**src/design/ket_ram.sv**
```systemverilog
// ----------------------------------------------------------------------------
// ket_ram
// Simple dual-port RAM: one write port, one read port with registered data.
// ----------------------------------------------------------------------------
`default_nettype none

module ket_ram #(
	parameter int WIDTH = 8,
	parameter int DEPTH = 64,
	parameter int AW    = $clog2(DEPTH)
) (
	input  wire logic             clk,
	input  wire logic             we,
	input  wire logic [AW-1:0]    waddr,
	input  wire logic [WIDTH-1:0] wdata,
	input  wire logic             re,
	input  wire logic [AW-1:0]    raddr,
	output logic      [WIDTH-1:0] rdata
);

	logic [WIDTH-1:0] mem [DEPTH];
	logic [WIDTH-1:0] rdata_q;

	// Write port.
	always_ff @(posedge clk) begin
		if (we) begin
			mem[waddr] <= wdata;
		end
	end

	// Registered read port.
	always_ff @(posedge clk) begin
		if (re) begin
			rdata_q <= mem[raddr];
		end
	end

	assign rdata = rdata_q;

endmodule

`default_nettype wire

```
**config.mk**
```make
export PLATFORM = sky130hd
export DESIGN_NAME = ket_ram
export DESIGN_NICKNAME = d
export VERILOG_FILES = /design/src/design/ket_ram.sv
export SDC_FILE = /design/constraint.sdc
export NUM_CORES = 1
export LEC_CHECK = 0
export ABC_AREA = 0
export ABC_CLOCK_PERIOD_IN_PS = 3200
export BUFFER_PORTS_ARGS = -buffer_cell sky130_fd_sc_hd__buf_2
export CORE_MARGIN = 2
export CORE_UTILIZATION = 35
export DETAILED_ROUTE_END_ITERATION = 7
export MAX_ROUTING_LAYER = met4
export PLACE_DENSITY_LB_ADDON = 0.3
export SYNTH_ARGS = -nofsm -noshare
export SYNTH_HDL_FRONTEND = slang
export SYNTH_SLANG_ARGS = --single-unit
```
**constraint.sdc**
```tcl
create_clock -name clk -period 3.2 [get_ports clk]
set_clock_uncertainty 0.15 [all_clocks]
set_input_delay 0.64 -clock clk [delete_from_list [all_inputs] [get_ports clk]]
set_output_delay 0.64 -clock clk [all_outputs]
set_load 0.02 [all_outputs]
```
* After elaboration in Yosys (flattened, before gate mapping)
Memory sizes are Yosys's and may differ from the RTL's. A register that Yosys moved wholly into a read port is not among the register bits.
Index checks and enable logic that the tools add are counted.
** Storage, ports and cells
- RAM bits :: 512
- Register bits :: 0
- Memories kept :: 1
- Input port bits :: 23
- Word-level logic and storage cells :: 3
- Output and inout port bits :: 8
** Memory list
- mem :: depth 64, width 8, rd ports 1, clocked after memory_dff 1, wr ports 1, RTL line 21 : logic [WIDTH-1:0] mem [DEPTH];
** Operators by class
- Mux-type cells :: 2
** Operator list (count)
- two-way mux 1 bit :: 2

* Logic depth before layout (Yosys ltp)
- Word-level depth :: 2
- Mapped depth :: 9
- Gate-level depth less buffers :: 5

* Worst setup path after synthesis
Ideal clock, no wire load.
- Path type :: input -> register
- Start point :: input raddr[1]
- End point :: register rdata_q[3], in the netlist rdata[3], read port of mem (data pin)
- Buffers on the path :: 3
- Arrival time :: 2.180 ns
- Stages on the path :: 7
- Setup slack :: 0.604 ns
- Setup time :: 0.266 ns
- Cell sequence :: buf_4 > buf_2 > buf_2 > mux4_2 > mux4_2 > o21ai_1 > o41ai_1
** RTL lines
- from (decl) :: RTL line 17 : input wire logic [AW-1:0] raddr,
- to (decl) :: RTL line 22 : logic [WIDTH-1:0] rdata_q;

==> flow_summary.yaml <==
outcome:
  run_status: "finished, final reports clean"
timing:
  worst_pin_slew_ps: 850
  fin_ws_ps: 636
  drv_slew: 0
  relSlewSlack_pct: 43.4
  fin_crit_ps: 2560
  setup_tns_ps: 0
  setup_viol: 0
  finalHoldViolCount: 0
  rsz0062_at_grt: "false"
  max_freq_mhz: 390
  min_period_over_period_pct: 80.1
  whs_ps: 294
placed_design:
  gp_congestion: 0.765
  placed_area_um2: 22000
  portBuffers: 30
  hpwl_mm: 30.4
  dp_worst_setup_slack_ps: 13.8
layout:
  final_common_cell: "edfxtp_1"
  design_area_um2: 23800
  nNetsFinal: 1112
  final_cell_mix: "edfxtp_1, mux4_2, buf_4, nor2_1, clkbuf_16"
  drive_above_1_share_pct: 32.2
  area_delta_synth_final_pct: 17.7
clock_tree:
  clkTransAtPathRegs_ps: 70
  htreeDepth: 2
  hold_buffers: 0
  clock-sinks: 520
  cts_buffers: 53
  cts_root_buffer: "clkbuf_16"
  postCtsSetupBuffers: 0
  clock_latency_ps: 600
  postCtsResizedCells: 0
  cts.path.max_buffers: 3
  cts_tree: "yes"
synth:
  ys_types: 39
  yosysWarnings: 0
  postSynthAreaPerCell_um2: 21.5
  synth_nets: 963
  syn-cell-area_um2: 20200
  synth_seq_cells: 520
  synth_cells: 940
  seq_area_frac_synth_pct: 77.1
floorplanning:
  dieArea_um2: 59800
  coreArea_um2: 57500
  initial_core_util_pct: 35.2
  die_h_um: 245
  rows: 88
  pin_count: 31
  die_w_um: 245
global_route:
  grtUsageTotal_pct: 16.7
  overflow: 0
  antenna_found_initial: 2
  grt_pass1_vias: 10200
  grt_pass1_wl_mm: 70.2
  grt_start_max_net_pins: 65
power:
  power_mw: 14.7
  p_per_area_nw_per_um2: 616
  leakagePower_nw: 7.60
  peakVddDrop_mv: 0.363
setup_path:
  critPathMaxFanout: 17
  crit_type: "in -> reg"
  critPathCaptureType: "flip-flop"
  cp.arrival_ps: 2760
  cp.required_ps: 3390
  critPathLaunchType: "input port"
detailed_routing:
  vias: 9798
  antenna_left: 0
  drt_wl_total_mm: 47.8
  wl_per_cell_um: 25.2
  viasPerCell: 5.16
  first_pass_iters: 5
  drt_iter0_drc: 874
  drc: 0
worst_hold_path:
  hold_path.class: "in -> reg"
run:
  maxCapViolations: 0
cell usage after synthesis, drive strengths merged:
cell	number	area [um2]
a21oi	3	15.0
nand2	19	71.3
nor2b	14	87.6
nor3	7	35.0
mux2i	23	230
o22ai	8	50.1
and2	1	6.26
a221oi	6	52.6
o2bb2ai	3	26.3
o221ai	8	70.1
o2111ai	3	26.3
o311ai	1	8.76
o21ai	4	20.0
nand4b	1	8.76
nand4	2	12.5
buf	34	253
a2111oi	2	17.5
a211oi	4	30.0
nor2	83	312
o21a	2	15.0
nor4	2	12.5
nand3	13	65.1
nand3b	3	22.5
a22oi	3	22.5
or3	1	6.26
o32ai	2	17.5
mux4	126	2840
clkbuf	17	63.8
mux2	13	146
o41ai	2	17.5
nand2b	7	43.8
edfxtp	520	15600
o221a	2	22.5
a31oi	1	6.26
routing by layer:
layer  routed length, um  vias to the layer above  global-route usage (%)  share of wire [%]
li1                    -                     4243                       -                  -
met1               21000                     5207                    22.7                 44
met2               22900                      268                    25.9                 48
met3                2630                       80                    2.93                5.5
met4                1230                        0                    5.09                2.6
met5                   0                        -                       -                  0
logic make-up after synthesis:
group,after synthesis,share of synthesized area (%)
muxes,162,15.9
buffers and inverters,51,1.56
and+or+nand+nor,153,3.37
DFF,520,77.1
AOI/OAI and AO/OA,54,2.06
power breakdown:
part	switching [mW]	total, mW	internal (mW)
clock	2.57	6.34	3.78
combinational	0.454	0.753	0.299
sequential	0.0199	7.57	7.55
per-stage QoR:
| step | instances | util, % |
|---|---|---|
| 2_1_floorplan | 940 | - |
| 6_report | 1899 | 41.5 |
| 4_1_cts | 1898 | 41.5 |
| 5_1_grt | 1899 | 41.5 |
| 3_5_place_dp | 1799 | 38.3 |
| 3_3_place_gp | 1799 | 38.3 |
final cells by class:
| class | count | area (um2) |
|---|---|---|
| Timing Repair Buffer | 145 | 1150 |
| Antenna cell | 1 | 2.50 |
| Sequential cell | 520 | 15600 |
| Fill cell | 5072 | 33600 |
| Clock inverter | 35 | 374 |
| Clock buffer | 64 | 1410 |
| Tap cell | 765 | 957 |
| Multi-Input combinational cell | 369 | 4320 |
registers in the layout, summed over array words and instances, names as in the netlist:
name   count
rdata      8
mem      512
critical path, cell delays in order:
cell and delay [ps]:
buf_2 470, buf_4 290, buf_4 260, mux4_2 320, mux2i_1 220, o2111ai_1 290
nand2_1 180, o2bb2ai_1 70
worst paths after layout:
check                  start        to  slack (ps)  depth (start not counted)
setup reg to reg  mem[29][6]  rdata[6]         950                          5
setup / recovery    raddr[3]  rdata[2]         640                          8
hold reg to reg   mem[23][2]  rdata[2]         770                          4
hold / removal            re  rdata[5]         290                          1
No activity file was read; power rests on OpenSTA's default activity.
