==> src/design/ket_pkg.sv <==
// ----------------------------------------------------------------------------
// ket_pkg
// Shared types, constants and the control store for the key entry table.
// ----------------------------------------------------------------------------
`default_nettype none

package ket_pkg;

	// Table geometry.
	localparam int TABLE_ENTRIES = 64;
	localparam int ID_BITS       = 64;
	localparam int PAYLOAD_BITS  = 64;
	localparam int IDX_W         = $clog2(TABLE_ENTRIES);
	localparam int CNT_W         = IDX_W + 1;
	localparam int WORD_W        = 2 * ID_BITS + PAYLOAD_BITS;

	// Configuration register.
	localparam int            CFG_W         = 7;
	localparam logic [CFG_W-1:0] ENTRIES_RESET = 7'd64;

	// Transaction modes.
	localparam logic MODE_WRITE = 1'b0;
	localparam logic MODE_READ  = 1'b1;

	// Result status codes.
	typedef enum logic [1:0] {
		ST_OK        = 2'd0,
		ST_FULL      = 2'd1,
		ST_NOT_FOUND = 2'd2
	} status_t;

	// Input transaction.
	typedef struct packed {
		logic        mode;
		logic [63:0] client_id;
		logic [63:0] server_id;
		logic [63:0] key_payload;
	} in_item_t;

	// Result transaction.
	typedef struct packed {
		status_t     status;
		logic [5:0]  entry_index;
		logic [63:0] key_payload_out;
	} out_item_t;

	// Microprogram addresses.
	typedef logic [1:0] upc_t;
	localparam upc_t STEP_IDLE   = 2'd0;
	localparam upc_t STEP_SCAN   = 2'd1;
	localparam upc_t STEP_WAIT   = 2'd2;
	localparam upc_t STEP_COMMIT = 2'd3;

	// Jump conditions: when true the sequencer jumps, otherwise it steps on.
	typedef enum logic [1:0] {
		JC_ALWAYS    = 2'd0,
		JC_NO_TAKE   = 2'd1,
		JC_SCAN_BUSY = 2'd2,
		JC_OUT_BUSY  = 2'd3
	} jcond_t;

	// Datapath controls carried by one control word.
	typedef struct packed {
		logic idle;
		logic scan;
		logic commit;
	} ctrl_t;

	// Status from the datapath to the sequencer.
	typedef struct packed {
		logic in_valid;
		logic scan_busy;
		logic out_busy;
	} cond_t;

	// One control word.
	typedef struct packed {
		jcond_t jc;
		upc_t   target;
		ctrl_t  ctrl;
	} uword_t;

	// Control store: wait for a transaction, scan the table, wait for the
	// output register to be free, then commit the result.
	function automatic uword_t ucode_rom(input upc_t pc);
		uword_t w;
		w = '0;
		case (pc)
			STEP_IDLE: begin
				w.jc        = JC_NO_TAKE;
				w.target    = STEP_IDLE;
				w.ctrl.idle = 1'b1;
			end
			STEP_SCAN: begin
				w.jc        = JC_SCAN_BUSY;
				w.target    = STEP_SCAN;
				w.ctrl.scan = 1'b1;
			end
			STEP_WAIT: begin
				w.jc     = JC_OUT_BUSY;
				w.target = STEP_WAIT;
			end
			STEP_COMMIT: begin
				w.jc          = JC_ALWAYS;
				w.target      = STEP_IDLE;
				w.ctrl.commit = 1'b1;
			end
			default: begin
				w.jc     = JC_ALWAYS;
				w.target = STEP_IDLE;
			end
		endcase
		return w;
	endfunction

endpackage

`default_nettype wire

==> src/design/ket_seq.sv <==
// ----------------------------------------------------------------------------
// ket_seq
// Microcode sequencer: a step counter over the control store with
// conditional jumps, issuing one control word per cycle.
// ----------------------------------------------------------------------------
`default_nettype none

module ket_seq (
	input  wire logic           clk,
	input  wire logic           arst_n,
	input  wire ket_pkg::cond_t cond,
	output ket_pkg::ctrl_t      ctrl
);
	import ket_pkg::*;

	upc_t   pc_q;
	upc_t   pc_d;
	uword_t word;
	logic   jump;

	// Fetch the current control word.
	assign word = ucode_rom(pc_q);
	assign ctrl = word.ctrl;

	// Evaluate the jump condition and select the next step.
	always_comb begin
		case (word.jc)
			JC_ALWAYS:    jump = 1'b1;
			JC_NO_TAKE:   jump = !cond.in_valid;
			JC_SCAN_BUSY: jump = cond.scan_busy;
			JC_OUT_BUSY:  jump = cond.out_busy;
			default:      jump = 1'b1;
		endcase
		pc_d = jump ? word.target : upc_t'(pc_q + 1'b1);
	end

	// Step counter.
	always_ff @(posedge clk or negedge arst_n) begin
		if (!arst_n) begin
			pc_q <= STEP_IDLE;
		end else begin
			pc_q <= pc_d;
		end
	end

endmodule

`default_nettype wire

==> config.mk <==
export PLATFORM = sky130hd
export DESIGN_NAME = ket_seq
export DESIGN_NICKNAME = d
export VERILOG_FILES = /design/src/design/ket_pkg.sv /design/src/design/ket_seq.sv
export SDC_FILE = /design/constraint.sdc
export NUM_CORES = 1
export LEC_CHECK = 0
export ABC_AREA = 1
export BUFFER_PORTS_ARGS = -buffer_cell sky130_fd_sc_hd__buf_2
export CORE_AREA = 2 2 39 41
export CTS_CLUSTER_SIZE = 28
export DETAILED_ROUTE_END_ITERATION = 12
export DIE_AREA = 0 0 41 43
export PLACE_DENSITY = 0.35
export SETUP_SLACK_MARGIN = 0.02
export SYNTH_ARGS = -nofsm -noshare
export SYNTH_HDL_FRONTEND = slang
export SYNTH_SLANG_ARGS = --single-unit
export TNS_END_PERCENT = 5
==> constraint.sdc <==
create_clock -name clk -period 2.7 [get_ports clk]
set_input_delay 0.27 -clock clk [delete_from_list [all_inputs] [get_ports clk]]
set_output_delay 0.27 -clock clk [all_outputs]
set_load 0.05 [all_outputs]
### After elaboration in Yosys (flattened, before gate mapping)

Cells that the tools add are included.

* register bits: 2
* logic and storage cells: 17
* input port bits: 5

* eq/ne operators: 6
* add/sub/neg operators: 1
* reduce and logical (&&, ||, !) cells: 3
* muxes and demuxes: 6

Operators with widths (count)
* 4-bit case mux with 4 select lines: 1
* 2-bit == test (second input constant): 4
* 2-bit by 1-bit == test with 1-bit output (second input constant): 2
* 2-bit zero test: 2
* 1-bit case mux with 4 select lines: 1
* 1-bit two-way mux: 3
* 2-bit by 1-bit adder with 2-bit output (second input constant): 1
* 2-bit two-way mux: 1
* 1-bit zero test: 1

### Logic depth before layout (Yosys ltp)

* depth in word-level cells: 5
* depth in mapped cells: 7
* mapped depth without buffers: 7

### Worst setup path before layout

Ideal clock, no wire load.

* path type: register to register
* from: register pc_q[0]
* to: register pc_q[0]
* slack: 1.275 ns
* path buffers: 0
* arrival: 1.304 ns
* library setup time: 0.121 ns
* data required time: 2.579 ns
* cell stages (with the launch flop): 6
* cell sequence: dfrtp_1 inv_1 ha_1 a21oi_1 nand3_1 nand2_1

* word-level cells in the longest chain between the ends: 5
* elaborated cells between the ends (all ways): 12

Ends and longest elaborated chain
* start: declaration: RTL line ket_seq.sv:16 `upc_t pc_q;`
* start signal: assignment: RTL line ket_seq.sv:42 `pc_q <= pc_d;`
* 2-bit == test (tied with other cells): RTL line ket_pkg.sv:88 `case (pc)`
* 4-bit case mux with 4 select lines: RTL line ket_pkg.sv:88
* 2-bit == test (tied with other cells): RTL line ket_seq.sv:27 `case (word.jc)`
* 1-bit case mux with 4 select lines: RTL line ket_seq.sv:27
* 2-bit two-way mux (*): RTL line ket_seq.sv:34 `pc_d = jump ? word.target : upc_t'(pc_q + 1'b1);`
* named net pc_d[0]: RTL line ket_seq.sv:17 `upc_t pc_d;`

Mark *: on every way through the listed nets, which the timed path passes. The rest lies on a longest branch.

==> results.sh <==
export IMPL_outcome="finished, final reports clean"
export IMPL_leakagePower_nw=0.192
export IMPL_grt_usage_pct=5.92
export IMPL_skew_ns=0.000814
export IMPL_syn_to_final_growth_pct=39.8
export IMPL_largest_reg_flops=2
export IMPL_cellPowerDensity_nw_per_um2=1200
export IMPL_ir_drop_mv=0.385
export IMPL_avgSynthCellArea_um2=7.86
export IMPL_drt_wl_total_um=391
export IMPL_antenna_found_initial=0
export IMPL_grt_max_degree=6
export IMPL_wl_per_cell_um=7.11
export IMPL_htree_levels=1
export IMPL_fin_nets=53
export IMPL_worst_setup_path_start_kind="register"
export IMPL_coreArea_um2=1380
export IMPL_synth_compound_area_share_pct=9.09
export IMPL_cts_inserted_buffers=3
export IMPL_seq_area_frac_synth_pct=22.7
export IMPL_cts_setup_buffers=0
export IMPL_clkLatencyLatePin_ns=0.22
export IMPL_ios=8
export IMPL_synthesis_area_um2=220
export IMPL_crit_fanout=5
export IMPL_synthXorXnorAreaFrac_pct=0
export IMPL_dr_pass1_iters=1
export IMPL_antenna_left=0
export IMPL_n_antenna_cell=0
export IMPL_cts_sinks=2
export IMPL_num_vias=197
export IMPL_row_count=14
export IMPL_setup_tns_ns=0
export IMPL_critPathArrivalTime_ns=1.24
export IMPL_die_w_um=41
export IMPL_fin_cells=55
export IMPL_worstSetupStartpoint="pc_q[0]"
export IMPL_largest_register="pc_q"
export IMPL_numPortBuffers=7
export IMPL_r2r_start="pc_q[0]"
export IMPL_cts_tree="built"
export IMPL_critical_path_class="reg2out"
export IMPL_worstPathRequired_ns=2.43
export IMPL_hold_path_class="in2async"
export IMPL_period_minus_slack_ns=1.51
export IMPL_fin_crit_sh_pct=55.9
export IMPL_timing_worst_slew_pin_value_ns=0.248
export IMPL_yosysUniqueCellTypes=7
export IMPL_syn_nets=40
export IMPL_maxSlewViolCount=0
export IMPL_root_buffer="clkbuf_4"
export IMPL_yosys_area_share_simple_pct=16.5
export IMPL_place_ws_ns=1.42
export IMPL_start_util_pct=15.9
export IMPL_clock_fmax_mhz=663
export IMPL_grt_first_pass_wirelength_um=627
export IMPL_grt_pass1_vias=198
export IMPL_viasPerCell=3.58
export IMPL_ys_warn_count=0
export IMPL_largestRegisters="pc_q x2"
export IMPL_drc=0
export IMPL_drive_above_1_share_pct=25.6
export IMPL_clk_path_buf_depth=2
export IMPL_dieArea_um2=1760
export IMPL_place_gp_congestion=0.608
export IMPL_die_h_um=43
export IMPL_setup_slack_ns=1.19
export IMPL_synth_mux_area_fraction_pct=0
export IMPL_synth_seq_cells=2
export IMPL_hold_violations=0
export IMPL_placed_cells=51
export IMPL_drv_cap=0
export IMPL_cts_clk_slew_worst_paths_ns=0.03
export IMPL_end_kind="output port"
export IMPL_syn_inst=28
export IMPL_gr_total_overflow=0
export IMPL_synth_top_family_by_area="adder cells"
export IMPL_grt_setup_unrepaired="false"
export IMPL_relSlewSlack_pct=83.6
export IMPL_drt_initial_drc_count=0
export IMPL_synth_fa_ha_area_share_pct=39.8
export IMPL_setup_viol=0
==> timing repair <==
item,in CTS,in global routing
resized for setup,0,0
endpoints found under the hold margin,2,0
hold buffers,1,0
==> cells in the mapped netlist (all sizes together) <==
cell type | instances | area (µm²)
a21oi | 1 | 5.00
nand2 | 7 | 26.3
inv | 7 | 26.3
o21bai | 2 | 15.0
dfrtp | 2 | 50.1
ha | 7 | 87.6
nand3 | 2 | 10.0
==> through the flow <==
| step | util, % | hold slack, ns | power, mW | area (µm²) |
|---|---|---|---|---|
| after floorplan | - | -0.0256 | 0.263 | 220 |
| after global placement | 19.9 | 0.0586 | 0.313 | 275 |
| after detailed placement | 19.9 | 0.0578 | 0.309 | 275 |
| after CTS | 22.2 | 0.345 | 0.382 | 308 |
| after global routing | 22.2 | 0.374 | 0.408 | 308 |
| final | 22.2 | 0.358 | 0.369 | 308 |
==> cell families after synthesis <==
family,Yosys count
compound gates,3
fa+ha+maj,7
buf+inv,7
flops,2
simple gates,9
==> metal layers <==
metal | global-route usage (%) | wire [µm] | vias up | part of all wire (%)
met5 | 0 | 0 | - | 0
met4 | 8.00 | 0 | 0 | 0
met3 | 1.57 | 20 | 0 | 5.1
met2 | 9.69 | 223 | 4 | 57
met1 | 4.18 | 146 | 88 | 37
li1 | - | - | 105 | -
==> worst max-delay path, cell delays in order (launching register included) <==
cell	delay, ns
dfrtp_1	0.42
inv_1	0.14
ha_1	0.19
buf_2	0.27
==> power breakdown <==
group	internal [mW]	leakage [nW]	switching, mW
Sequential	0.0460	0.0247	0.0194
Combinational	0.0713	0.154	0.166
Clock	0.0490	0.0138	0.0169
Total	0.166	0.192	0.203
==> layout by cell type (no fill, tap or decap) <==
cell type,n
inv_1,7
nand2_1,7
dlygate4sd3_1,1
ha_1,7
buf_2,7
nand3_1,2
dfrtp_1,2
a21oi_1,1
clkbuf_4,3
o21bai_1,2
==> path summary, 6_finish.rpt <==
kind                            to  slack, ns  cells past startpoint
setup / recovery           ctrl[2]       1.19                      3
hold / removal             pc_q[1]       0.36                      2
setup reg to reg           pc_q[0]       1.48                      6
hold reg to reg            pc_q[0]       0.73                      3
max in group asynchronous  pc_q[0]       2.25                      2
min in group clk           pc_q[1]       0.43                      5
==> area by class of cell <==
type | instances | area, µm²
clock buffer | 3 | 22.5
fill | 166 | 1080
multi-input combinational | 19 | 144
sequential | 2 | 50.0
tap | 16 | 20.0
inverter | 7 | 26.3
timing repair buffer | 8 | 45.0
No activity file was read; power rests on OpenSTA's default activity.
